[src/rtl/smop_pkg.sv]
// ----------------------------------------------------------------------------
// smop_pkg: shared types and constants of the message-out parser
// Byte codes, scan modes, outcome codes and the run record passed from the
// front scanner to the reply sequencer.
// ----------------------------------------------------------------------------
package smop_pkg;

  // Message codes
  localparam logic [7:0] MSG_EXTENDED  = 8'h01;
  localparam logic [7:0] MSG_ABORT     = 8'h06;
  localparam logic [7:0] MSG_REJECT    = 8'h07;
  localparam logic [7:0] MSG_BDR       = 8'h0C;
  localparam logic [7:0] EXT_CODE_SDTR = 8'h01;
  localparam logic [7:0] EXT_LEN_SDTR  = 8'h03;

  localparam logic [7:0] RUN_LEN_MAX   = 8'hFF;

  // Extended capture positions: length, code, period, offset
  localparam logic [2:0] CAP_CODE      = 3'd1;
  localparam logic [2:0] CAP_PERIOD    = 3'd2;
  localparam logic [2:0] CAP_OFFSET    = 3'd3;
  localparam logic [2:0] CAP_DONE      = 3'd4;

  // SDTR reply beats
  localparam logic [2:0] BEAT_EXT      = 3'd0;
  localparam logic [2:0] BEAT_LEN      = 3'd1;
  localparam logic [2:0] BEAT_CODE     = 3'd2;
  localparam logic [2:0] BEAT_PERIOD   = 3'd3;
  localparam logic [2:0] BEAT_OFFSET   = 3'd4;

  // Register indexes of the configuration port
  localparam logic [1:0] CFG_SYNC_EN   = 2'd0;
  localparam logic [1:0] CFG_MAX_PER   = 2'd1;
  localparam logic [1:0] CFG_MAX_OFF   = 2'd2;

  localparam logic [7:0] MAX_PER_RST   = 8'd50;
  localparam logic [7:0] MAX_OFF_RST   = 8'd16;

  typedef enum logic [1:0] {
    MODE_SCAN     = 2'd0,
    MODE_CAPTURE  = 2'd1,
    MODE_STOPPED  = 2'd2,
    MODE_OVERLONG = 2'd3
  } scan_mode_e;

  typedef enum logic [1:0] {
    PEND_GO    = 2'd0,
    PEND_ABORT = 2'd1,
    PEND_RESET = 2'd2,
    PEND_EXT   = 2'd3
  } pend_e;

  typedef enum logic [2:0] {
    OUT_GO       = 3'd0,
    OUT_ABORT    = 3'd1,
    OUT_RESET    = 3'd2,
    OUT_REJECT   = 3'd3,
    OUT_SDTR     = 3'd4,
    OUT_OVERLONG = 3'd5
  } outcome_e;

  // One finished run, as resolved by the front scanner
  typedef struct packed {
    outcome_e   outcome;
    logic       lun_valid;
    logic [4:0] lun;
    logic [7:0] period;
    logic [7:0] offset;
  } run_rec_t;

  // One result word
  typedef struct packed {
    outcome_e   outcome;
    logic       lun_valid;
    logic [4:0] lun;
    logic [7:0] sync_period;
    logic [7:0] sync_offset;
    logic       reply_valid;
    logic [7:0] reply_byte;
    logic       run_last;
  } result_t;

endpackage

[src/rtl/smop_front.sv]
// ----------------------------------------------------------------------------
// smop_front: message-out byte scanner
// Classifies each accepted byte, tracks the run state and resolves the run
// into one record on its last byte.
// ----------------------------------------------------------------------------
module smop_front (
  input  logic                clk_i,
  input  logic                rst_ni,
  input  logic                accept_i,
  input  logic [7:0]          msg_byte_i,
  input  logic                last_byte_i,
  input  logic                sync_enable_i,
  output logic                rec_push_o,
  output smop_pkg::run_rec_t  rec_o
);

  smop_pkg::scan_mode_e mode_q, mode_d;
  smop_pkg::pend_e      pend_q, pend_d;
  logic [2:0]           cap_idx_q, cap_idx_d;
  logic [7:0]           ext_code_q, ext_code_d;
  logic [7:0]           ext_per_q, ext_per_d;
  logic [7:0]           ext_off_q, ext_off_d;
  logic                 lun_vld_q, lun_vld_d;
  logic [4:0]           lun_q, lun_d;
  logic [7:0]           cnt_q, cnt_d;

  // Next run state after scanning the byte
  always_comb begin
    mode_d     = mode_q;
    pend_d     = pend_q;
    cap_idx_d  = cap_idx_q;
    ext_code_d = ext_code_q;
    ext_per_d  = ext_per_q;
    ext_off_d  = ext_off_q;
    lun_vld_d  = lun_vld_q;
    lun_d      = lun_q;
    cnt_d      = cnt_q;
    if (mode_q != smop_pkg::MODE_OVERLONG) begin
      if (cnt_q == smop_pkg::RUN_LEN_MAX) begin
        mode_d = smop_pkg::MODE_OVERLONG;
      end else begin
        cnt_d = cnt_q + 8'd1;
        case (mode_q)
          smop_pkg::MODE_CAPTURE: begin
            if (cap_idx_q == smop_pkg::CAP_CODE) ext_code_d = msg_byte_i;
            if (cap_idx_q == smop_pkg::CAP_PERIOD) ext_per_d = msg_byte_i;
            if (cap_idx_q == smop_pkg::CAP_OFFSET) ext_off_d = msg_byte_i;
            cap_idx_d = cap_idx_q + 3'd1;
            if (cap_idx_d == smop_pkg::CAP_DONE) mode_d = smop_pkg::MODE_STOPPED;
          end
          smop_pkg::MODE_SCAN: begin
            if (msg_byte_i == smop_pkg::MSG_ABORT) begin
              pend_d = smop_pkg::PEND_ABORT;
              mode_d = smop_pkg::MODE_STOPPED;
            end else if (msg_byte_i == smop_pkg::MSG_BDR) begin
              pend_d = smop_pkg::PEND_RESET;
              mode_d = smop_pkg::MODE_STOPPED;
            end else if (msg_byte_i[7]) begin
              lun_vld_d = 1'b1;
              lun_d     = msg_byte_i[4:0];
            end else if (msg_byte_i == smop_pkg::MSG_EXTENDED) begin
              pend_d    = smop_pkg::PEND_EXT;
              mode_d    = smop_pkg::MODE_CAPTURE;
              cap_idx_d = 3'd0;
            end
          end
          default: ;
        endcase
      end
    end
  end

  // Resolve the run from the post-scan state
  always_comb begin
    rec_push_o    = accept_i && last_byte_i;
    rec_o.lun_valid = lun_vld_d;
    rec_o.lun       = lun_d;
    rec_o.period    = ext_per_d;
    rec_o.offset    = ext_off_d;
    if (mode_d == smop_pkg::MODE_OVERLONG) begin
      rec_o.outcome = smop_pkg::OUT_OVERLONG;
    end else begin
      case (pend_d)
        smop_pkg::PEND_ABORT: rec_o.outcome = smop_pkg::OUT_ABORT;
        smop_pkg::PEND_RESET: rec_o.outcome = smop_pkg::OUT_RESET;
        smop_pkg::PEND_EXT: begin
          if (sync_enable_i && ext_code_d == smop_pkg::EXT_CODE_SDTR) begin
            rec_o.outcome = smop_pkg::OUT_SDTR;
          end else begin
            rec_o.outcome = smop_pkg::OUT_REJECT;
          end
        end
        default: rec_o.outcome = smop_pkg::OUT_GO;
      endcase
    end
  end

  always_ff @(posedge clk_i or negedge rst_ni) begin
    if (!rst_ni) begin
      mode_q     <= smop_pkg::MODE_SCAN;
      pend_q     <= smop_pkg::PEND_GO;
      cap_idx_q  <= 3'd0;
      ext_code_q <= 8'd0;
      ext_per_q  <= 8'd0;
      ext_off_q  <= 8'd0;
      lun_vld_q  <= 1'b0;
      lun_q      <= 5'd0;
      cnt_q      <= 8'd0;
    end else if (accept_i) begin
      if (last_byte_i) begin
        // clear the run state for the next run
        mode_q     <= smop_pkg::MODE_SCAN;
        pend_q     <= smop_pkg::PEND_GO;
        cap_idx_q  <= 3'd0;
        ext_code_q <= 8'd0;
        ext_per_q  <= 8'd0;
        ext_off_q  <= 8'd0;
        lun_vld_q  <= 1'b0;
        lun_q      <= 5'd0;
        cnt_q      <= 8'd0;
      end else begin
        mode_q     <= mode_d;
        pend_q     <= pend_d;
        cap_idx_q  <= cap_idx_d;
        ext_code_q <= ext_code_d;
        ext_per_q  <= ext_per_d;
        ext_off_q  <= ext_off_d;
        lun_vld_q  <= lun_vld_d;
        lun_q      <= lun_d;
        cnt_q      <= cnt_d;
      end
    end
  end

endmodule

[src/rtl/smop_fifo.sv]
// ----------------------------------------------------------------------------
// smop_fifo: run record queue
// Small first-word-fall-through queue between the scanner and the sequencer.
// ----------------------------------------------------------------------------
module smop_fifo #(
  parameter int unsigned DEPTH = 4
) (
  input  logic               clk_i,
  input  logic               rst_ni,
  input  logic               push_i,
  input  smop_pkg::run_rec_t wdata_i,
  output logic               full_o,
  input  logic               pop_i,
  output smop_pkg::run_rec_t rdata_o,
  output logic               empty_o
);

  localparam int unsigned AW = (DEPTH > 1) ? $clog2(DEPTH) : 1;
  localparam int unsigned CW = $clog2(DEPTH + 1);
  localparam logic [AW-1:0] PTR_LAST = AW'(DEPTH - 1);
  localparam logic [CW-1:0] CNT_FULL = CW'(DEPTH);

  smop_pkg::run_rec_t mem_q [DEPTH];
  logic [AW-1:0]      wr_ptr_q, rd_ptr_q;
  logic [CW-1:0]      cnt_q;
  logic               do_push, do_pop;

  assign full_o  = (cnt_q == CNT_FULL);
  assign empty_o = (cnt_q == '0);
  assign do_push = push_i && !full_o;
  assign do_pop  = pop_i && !empty_o;
  assign rdata_o = mem_q[rd_ptr_q];

  always_ff @(posedge clk_i) begin
    if (do_push) mem_q[wr_ptr_q] <= wdata_i;
  end

  always_ff @(posedge clk_i or negedge rst_ni) begin
    if (!rst_ni) begin
      wr_ptr_q <= '0;
      rd_ptr_q <= '0;
      cnt_q    <= '0;
    end else begin
      if (do_push) wr_ptr_q <= (wr_ptr_q == PTR_LAST) ? '0 : wr_ptr_q + AW'(1);
      if (do_pop) rd_ptr_q <= (rd_ptr_q == PTR_LAST) ? '0 : rd_ptr_q + AW'(1);
      if (do_push && !do_pop) cnt_q <= cnt_q + CW'(1);
      else if (do_pop && !do_push) cnt_q <= cnt_q - CW'(1);
    end
  end

endmodule

[src/rtl/smop_back.sv]
// ----------------------------------------------------------------------------
// smop_back: reply sequencer
// Takes run records, updates the stored sync values and emits the result
// words of each run through an output register.
// ----------------------------------------------------------------------------
module smop_back (
  input  logic               clk_i,
  input  logic               rst_ni,
  input  logic               rec_empty_i,
  input  smop_pkg::run_rec_t rec_i,
  output logic               rec_pop_o,
  input  logic [7:0]         max_period_i,
  input  logic [7:0]         max_offset_i,
  output logic               res_valid_o,
  output smop_pkg::result_t  res_o,
  input  logic               res_pop_i
);

  smop_pkg::run_rec_t cur_q;
  logic               cur_vld_q;
  logic [2:0]         beat_q;
  logic [7:0]         per_q, off_q;
  smop_pkg::result_t  out_q, out_d;
  logic               out_vld_q;
  logic               load_out, last_beat, cur_done, fetch;
  logic [7:0]         per_clamp, off_clamp;

  assign load_out  = !out_vld_q || res_pop_i;
  assign last_beat = (cur_q.outcome != smop_pkg::OUT_SDTR) ||
                     (beat_q == smop_pkg::BEAT_OFFSET);
  assign cur_done  = cur_vld_q && load_out && last_beat;
  assign fetch     = !rec_empty_i && (!cur_vld_q || cur_done);
  assign rec_pop_o = fetch;

  assign per_clamp = (rec_i.period > max_period_i) ? max_period_i : rec_i.period;
  assign off_clamp = (rec_i.offset > max_offset_i) ? max_offset_i : rec_i.offset;

  // Build the word for the current beat
  always_comb begin
    out_d.outcome     = cur_q.outcome;
    out_d.lun_valid   = cur_q.lun_valid;
    out_d.lun         = cur_q.lun;
    out_d.sync_period = per_q;
    out_d.sync_offset = off_q;
    out_d.run_last    = last_beat;
    out_d.reply_valid = 1'b0;
    out_d.reply_byte  = 8'd0;
    case (cur_q.outcome)
      smop_pkg::OUT_REJECT: begin
        out_d.reply_valid = 1'b1;
        out_d.reply_byte  = smop_pkg::MSG_REJECT;
      end
      smop_pkg::OUT_SDTR: begin
        out_d.reply_valid = 1'b1;
        case (beat_q)
          smop_pkg::BEAT_EXT:    out_d.reply_byte = smop_pkg::MSG_EXTENDED;
          smop_pkg::BEAT_LEN:    out_d.reply_byte = smop_pkg::EXT_LEN_SDTR;
          smop_pkg::BEAT_CODE:   out_d.reply_byte = smop_pkg::EXT_CODE_SDTR;
          smop_pkg::BEAT_PERIOD: out_d.reply_byte = per_q;
          default:               out_d.reply_byte = off_q;
        endcase
      end
      default: ;
    endcase
  end

  always_ff @(posedge clk_i or negedge rst_ni) begin
    if (!rst_ni) begin
      cur_vld_q <= 1'b0;
      beat_q    <= 3'd0;
      per_q     <= 8'd0;
      off_q     <= 8'd0;
      out_vld_q <= 1'b0;
    end else begin
      if (fetch) begin
        cur_vld_q <= 1'b1;
        beat_q    <= 3'd0;
        // stored values change as the run is taken up
        case (rec_i.outcome)
          smop_pkg::OUT_RESET: off_q <= 8'd0;
          smop_pkg::OUT_SDTR: begin
            per_q <= per_clamp;
            off_q <= off_clamp;
          end
          default: ;
        endcase
      end else if (cur_done) begin
        cur_vld_q <= 1'b0;
      end else if (cur_vld_q && load_out) begin
        beat_q <= beat_q + 3'd1;
      end
      if (load_out) out_vld_q <= cur_vld_q;
    end
  end

  always_ff @(posedge clk_i) begin
    if (fetch) cur_q <= rec_i;
    if (load_out && cur_vld_q) out_q <= out_d;
  end

  assign res_valid_o = out_vld_q;
  assign res_o       = out_q;

endmodule

[src/rtl/scsi_message_out_parser.sv]
// ----------------------------------------------------------------------------
// scsi_message_out_parser: target-side message-out parser with SDTR replies
// Scans message-out bytes, resolves each run and emits result words that
// carry the outcome, the LUN, the stored sync values and the reply bytes.
// ----------------------------------------------------------------------------
//
//   Channel   Handshake              Payload
//   --------  ---------------------  ------------------------------------------
//   bytes in  push_i / full_o        msg_byte_i, last_byte_i
//   results   empty_o / pop_i        outcome_o, lun_valid_o, lun_o,
//                                    sync_period_o, sync_offset_o,
//                                    reply_valid_o, reply_byte_o, run_last_o
//   config    cfg_we_i (no wait)     cfg_idx_i, cfg_data_i
//
// One byte is taken every cycle while full_o is low; a run resolves on its last
// byte in the same cycle and its record joins the run queue.
// While pop_i takes every word, the sequencer sends one result word a cycle:
// one per run, five for an SDTR reply, so SDTR runs are bounded by that burst.
// Reset leaves the registers at sync off, period clamp 50, offset clamp 16,
// stored period and offset zero, and both queues empty.
// full_o rises only while the run queue (FIFO_DEPTH records) is full; a
// stalled pop_i holds the result word and backs up into that queue.
//
module scsi_message_out_parser #(
  parameter int unsigned FIFO_DEPTH = 4
) (
  input  logic       clk_i,
  input  logic       rst_ni,
  // byte channel
  input  logic       push_i,
  output logic       full_o,
  input  logic [7:0] msg_byte_i,
  input  logic       last_byte_i,
  // result channel
  output logic       empty_o,
  input  logic       pop_i,
  output logic [2:0] outcome_o,
  output logic       lun_valid_o,
  output logic [4:0] lun_o,
  output logic [7:0] sync_period_o,
  output logic [7:0] sync_offset_o,
  output logic       reply_valid_o,
  output logic [7:0] reply_byte_o,
  output logic       run_last_o,
  // configuration
  input  logic       cfg_we_i,
  input  logic [1:0] cfg_idx_i,
  input  logic [7:0] cfg_data_i
);

  logic               sync_en_q;
  logic [7:0]         max_per_q, max_off_q;
  logic               byte_accept;
  logic               rec_push, rec_full, rec_pop, rec_empty;
  smop_pkg::run_rec_t rec_in, rec_out;
  logic               res_valid;
  smop_pkg::result_t  res;

  // Configuration registers; an index past the list is dropped
  always_ff @(posedge clk_i or negedge rst_ni) begin
    if (!rst_ni) begin
      sync_en_q <= 1'b0;
      max_per_q <= smop_pkg::MAX_PER_RST;
      max_off_q <= smop_pkg::MAX_OFF_RST;
    end else if (cfg_we_i) begin
      case (cfg_idx_i)
        smop_pkg::CFG_SYNC_EN: sync_en_q <= cfg_data_i[0];
        smop_pkg::CFG_MAX_PER: max_per_q <= cfg_data_i;
        smop_pkg::CFG_MAX_OFF: max_off_q <= cfg_data_i;
        default: ;
      endcase
    end
  end

  // Hold off new bytes whenever the run queue cannot take a record
  assign full_o      = rec_full;
  assign byte_accept = push_i && !rec_full;

  smop_front u_front (
    .clk_i         (clk_i),
    .rst_ni        (rst_ni),
    .accept_i      (byte_accept),
    .msg_byte_i    (msg_byte_i),
    .last_byte_i   (last_byte_i),
    .sync_enable_i (sync_en_q),
    .rec_push_o    (rec_push),
    .rec_o         (rec_in)
  );

  smop_fifo #(
    .DEPTH (FIFO_DEPTH)
  ) u_fifo (
    .clk_i   (clk_i),
    .rst_ni  (rst_ni),
    .push_i  (rec_push),
    .wdata_i (rec_in),
    .full_o  (rec_full),
    .pop_i   (rec_pop),
    .rdata_o (rec_out),
    .empty_o (rec_empty)
  );

  smop_back u_back (
    .clk_i        (clk_i),
    .rst_ni       (rst_ni),
    .rec_empty_i  (rec_empty),
    .rec_i        (rec_out),
    .rec_pop_o    (rec_pop),
    .max_period_i (max_per_q),
    .max_offset_i (max_off_q),
    .res_valid_o  (res_valid),
    .res_o        (res),
    .res_pop_i    (pop_i)
  );

  assign empty_o       = !res_valid;
  assign outcome_o     = res.outcome;
  assign lun_valid_o   = res.lun_valid;
  assign lun_o         = res.lun;
  assign sync_period_o = res.sync_period;
  assign sync_offset_o = res.sync_offset;
  assign reply_valid_o = res.reply_valid;
  assign reply_byte_o  = res.reply_byte;
  assign run_last_o    = res.run_last;

  // The scanner never pushes a record into a full queue
  a_no_overflow: assert property (@(posedge clk_i) disable iff (!rst_ni)
    rec_push |-> !rec_full)
    else $error("run record pushed into a full queue");

  // Only reject and SDTR words carry a reply byte
  a_reply_kind: assert property (@(posedge clk_i) disable iff (!rst_ni)
    !empty_o |-> (reply_valid_o ==
      (outcome_o == smop_pkg::OUT_REJECT || outcome_o == smop_pkg::OUT_SDTR)))
    else $error("reply flag does not match the outcome");

  // The closing SDTR word repeats the stored offset as its reply byte
  a_sdtr_tail: assert property (@(posedge clk_i) disable iff (!rst_ni)
    (!empty_o && run_last_o && outcome_o == smop_pkg::OUT_SDTR) |->
      (reply_byte_o == sync_offset_o))
    else $error("last SDTR reply byte differs from the stored offset");

  // Single-word outcomes always close their run
  a_single_last: assert property (@(posedge clk_i) disable iff (!rst_ni)
    (!empty_o && outcome_o != smop_pkg::OUT_SDTR) |-> run_last_o)
    else $error("single-word outcome without run_last");

endmodule

[config.mk]
export PLATFORM = sky130hd
export DESIGN_NAME = scsi_message_out_parser
export DESIGN_NICKNAME = d
export VERILOG_FILES = /design/src/rtl/smop_pkg.sv /design/src/rtl/smop_front.sv /design/src/rtl/smop_fifo.sv /design/src/rtl/smop_back.sv /design/src/rtl/scsi_message_out_parser.sv
export SDC_FILE = /design/constraint.sdc
export NUM_CORES = 1
export LEC_CHECK = 0
export BUFFER_PORTS_ARGS = -buffer_cell sky130_fd_sc_hd__buf_2
export CAP_MARGIN = 10
export CORE_UTILIZATION = 60
export CTS_CLUSTER_SIZE = 8
export DETAILED_ROUTE_END_ITERATION = 8
export GPL_TIMING_DRIVEN = 0
export PLACE_DENSITY = 0.79
export RECOVER_POWER = 50
export SLEW_MARGIN = 20
export SYNTH_ARGS = -nofsm -noshare
export SYNTH_HDL_FRONTEND = slang
export SYNTH_SLANG_ARGS = --single-unit
[constraint.sdc]
create_clock -name clk_i -period 7.4 [get_ports clk_i]
set_input_delay 0 -clock clk_i [delete_from_list [all_inputs] [get_ports clk_i]]
set_output_delay 0 -clock clk_i [all_outputs]
set_load 0.01 [all_outputs]
==> summary.md <==
| Metric | Value |
|---|---|
| Status | `complete, but fails checks` |
| Failing checks | `capacitance limit, slew limit` |
| Hpwl dp | `14200 µm` |
| Port bufs | `58` |
| Period utilization | `around three fifths` |
| Layout cell share with drive strength beyond 1 | `18.8%` |
| Critical-path top delay cell | `clkbuf_1` |
| Initial antenna violation count | `0` |
| GPL Wtd Cong | `between 0.8 and 0.9` |
| Final hold violation count | `0` |
| CTS tree | `done` |
| Gate power share | `~28%` |
| Maximum resistive drop on vdd | `0.271 mV` |
| Via density | `just over 6` |
| Final core occ | `71.7%` |
| Clk buf depth | `3` |
| Number of synthesized flops with an enable pin | `approximately 140` |
| Rel. slew slack | `-108%` |
| Multi-input logic area | `3390 µm²` |
| Crit end category | `async pin` |
| Top-area cell type share of the netlist area | `between 40% and 50%` |
| CTS sink count | `~230` |
| Total of max-cap violations | `3` |
| Post-synth top flop | `edfxtp_1` |
| DR vias | `6447` |
| Sequential share of power | `a little over two fifths` |
| Area delta synth->final | `16.1%` |
| Worst path arrival time | `~4200 ps` |
| Leak pwr | `roughly 0.0046 µW` |
| Pin count of the biggest net entering global routing | `58` |
| Sequential Area | `around 6600 µm²` |
| Mapped Cells | `slightly above 700` |
| Post-DP Area | `between 10000 and 15000 µm²` |
| Clock latency on the worst-skew pair | `~490 ps` |
| Buf/Inv on CP | `3` |
| DRC viols | `0` |
| Fmax | `between 200 and 250 MHz` |
| Clock Tree Root | `clkbuf_16` |
| Top cells by area, synth | `edfxtp_1, dfrtp_1, mux2_2` |
| Min-Delay Path Class | `in -> reg` |
| Most frequent cells after synthesis | `edfxtp_1, dfrtp_1, nand2_1, o21ai_0, mux2_2` |
| Synth Warn # | `0` |
| #FFs+latches synth | `around 230` |
| Period minus WS final | `between 4000 and 5000 ps` |
| Worst setup SP type | `input port` |
| Area leader, netlist | `edfxtp_1` |
| Cts bufs inserted | `35` |
| Final wirelength | `around 22000 µm` |
| Pint | `between 3000 and 4000 µW` |
| Cell variety after synth | `61` |
| Post-synth ARST share | `38.5%` |
| Tot GR Track Use | `a little over a quarter` |
| Slowest stage delay, CP | `around 2300 ps` |
| Fin nets | `880` |
| Layout fillers | `approximately 1000` |
| Ports | `between 60 and 70` |
| Core Rows | `47` |
| Worst Tran Pin Value | `3120 ps` |
| Area of the core | `roughly 17000 µm²` |
| Initial DRT Pass Iterations | `6` |
| Switching share of power | `between 30% and 40%` |
| R2R setup slack | `3300 ps` |
| CTS clk-pin slew, worst paths | `~50 ps` |
| Die X | `approximately 130 µm` |
| Sw power | `about 1500 µW` |
| Antenna-violating nets left | `0` |
| Grt ovf | `0` |
| Mapped Avg Cell Area | `roughly 14 µm²` |
| Net Count, Synth | `about 770` |
| Die footprint | `approximately 18000 µm²` |
| RSZ-0062 raised after global routing | `false` |
| ANT cells | `0` |
| Sequential fraction of the synthesis area | `between 60% and 70%` |
| Initial Util | `between 60% and 70%` |
| Clk pwr share | `~29%` |
| Routed len/inst | `between 20 and 25 µm` |
| Post-place setup slack | `approximately 3800 ps` |
| Iteration-0 DRC Markers | `499` |
| First-pass GRT wire length | `35200 µm` |
| Worst-path cell chain | `dlygate4sd3_1 > clkbuf_1 > clkbuf_1` |
| Crit path max-delay family | `buffers and inverters` |
| Finished Cell Area | `11900 µm²` |
| Final WS setup | `just over 3000 ps` |
| Leading cell type by number of instances after synthesis | `edfxtp_1` |
| H-Tree Level Count | `2` |
| Setup violations, final | `0` |
| Setup TNS | `0 ps` |
| Vias in the first global route | `6644` |
| Mapped Area | `~10000 µm²` |
| WP data required | `about 7300 ps` |
| Chip height | `133 µm` |
| Worst path most repeated cell | `clkbuf_1` |
| CP max FO | `57` |
| Clock Skew | `19.9 ps` |
| Final Max Tran Viols | `between 100 and 150` |
| Power Density | `approximately 400 nW/µm²` |
| Critical path class | `in -> async` |
==> through the flow <==
step | hold slack [ps] | cells | total power (µW)
after floorplan | -296 | 709 | 2980
after global placement | 204 | 987 | 3290
after detailed placement | -15.8 | 989 | 3390
after CTS | 3.16 | 1066 | 4840
after global routing | 45.1 | 1066 | 5020
final | 10.9 | 1066 | 4790
==> power groups by stage <==
| stage | combinational [µW] | clock [µW] | sequential, µW |
|---|---|---|---|
| after floorplan | 951 | 0 | 2020 |
| after global placement | 1260 | 0 | 2030 |
| after detailed placement | 1340 | 0 | 2050 |
| after CTS | 1380 | 1420 | 2040 |
| after global routing | 1460 | 1480 | 2080 |
| final | 1340 | 1410 | 2050 |
==> worst min-delay path, stage by stage <==
cell	delay [ps]
buf_2	100
nor2b_1	170
o21ai_0	100
a21oi_1	70
==> registers in the layout (all words and copies together), names as in the netlist, 2 cells and up <==
name                count
u_fifo.mem_q          100
u_back.res_o           35
u_back.cur_q            9
max_off_q               8
max_per_q               8
u_back.off_q            8
u_back.per_q            8
u_front.cnt_q           8
u_front.ext_code_q      8
u_front.ext_off_q       8
u_front.ext_per_q       8
u_front.lun_q           5
u_back.beat_q           3
u_fifo.cnt_q            3
u_front.cap_idx_q       3
u_fifo.rd_ptr_q         2
u_fifo.wr_ptr_q         2
u_front.mode_q          2
u_front.pend_q          2
==> kinds of logic after synthesis <==
family | after synthesis | share of synthesized area [%]
AOI/OAI and AO/OA | 149 | 9.89
xor gates and xnor gates | 10 | 0.853
adders and majority gates | 32 | 3.97
buffers and inverters | 63 | 2.75
DFF | 234 | 64.1
muxes | 81 | 11.7
and+or+nand+nor | 140 | 6.73
==> cells in the final DEF, fill, tap and decap left out, types with 5 or more instances in the layout <==
cell type / n
edfxtp_1: 144
dfrtp_1: 86
clkbuf_1: 78
o21ai_0: 50
nand2_1: 49
mux2_2: 46
nor2_1: 40
a22oi_1: 36
clkbuf_16: 35
inv_1: 31
ha_1: 31
buf_2: 29
mux4_2: 20
dlygate4sd3_1: 18
a21oi_1: 15
a22o_1: 10
mux2i_1: 8
a21oi_2: 8
nor3_1: 6
nand4_1: 6
xor2_1: 6
mux4_1: 5
==> area by class of cell <==
class | instances | area share (%)
Timing Repair Buffer | 78 | 3.59
Sequential cell | 234 | 55.2
Inverter | 32 | 1.01
Tap cell | 220 | 2.31
Multi-Input combinational cell | 412 | 28.4
Clock buffer | 57 | 8.04
Clock inverter | 2 | 0.147
Buffer | 31 | 1.28
==> path summary, 6_finish.rpt <==
check                                               start                             to  cells after the start
setup reg to reg           u_fifo.rd_ptr_q[0]$_DFFE_PN0P_    u_back.per_q[1]$_DFFE_PN0P_                     12
hold / removal                                     push_i  u_front.mode_q[1]$_DFFE_PN0N_                      4
hold reg to reg                u_back.cur_q[16]$_DFFE_PP_     u_back.res_o[26]$_DFFE_PP_                      0
min in group asynchronous                          rst_ni  u_front.lun_vld_q$_DFFE_PN0N_                      2
max in group clk_i         u_fifo.rd_ptr_q[0]$_DFFE_PN0P_    u_back.per_q[1]$_DFFE_PN0P_                     12
setup / recovery                                   rst_ni    u_back.off_q[2]$_DFFE_PN0P_                      3
==> metal layers <==
metal / vias to the layer above / GRT usage (%) / wire [µm]
met2: 230 / 44.9 / 11100
li1: 2921 / - / -
met3: 59 / 4.29 / 1110
met4: 0 / 10.2 / 687
met5: - / 0 / 0
met1: 3237 / 33.3 / 9070
==> repair_timing <==
action	CTS	global route
setup buffers	0	0
hold endpoints to repair	127	0
gates resized for setup	0	0
hold buffers	18	0
Power figures use the tool's default switching activity.
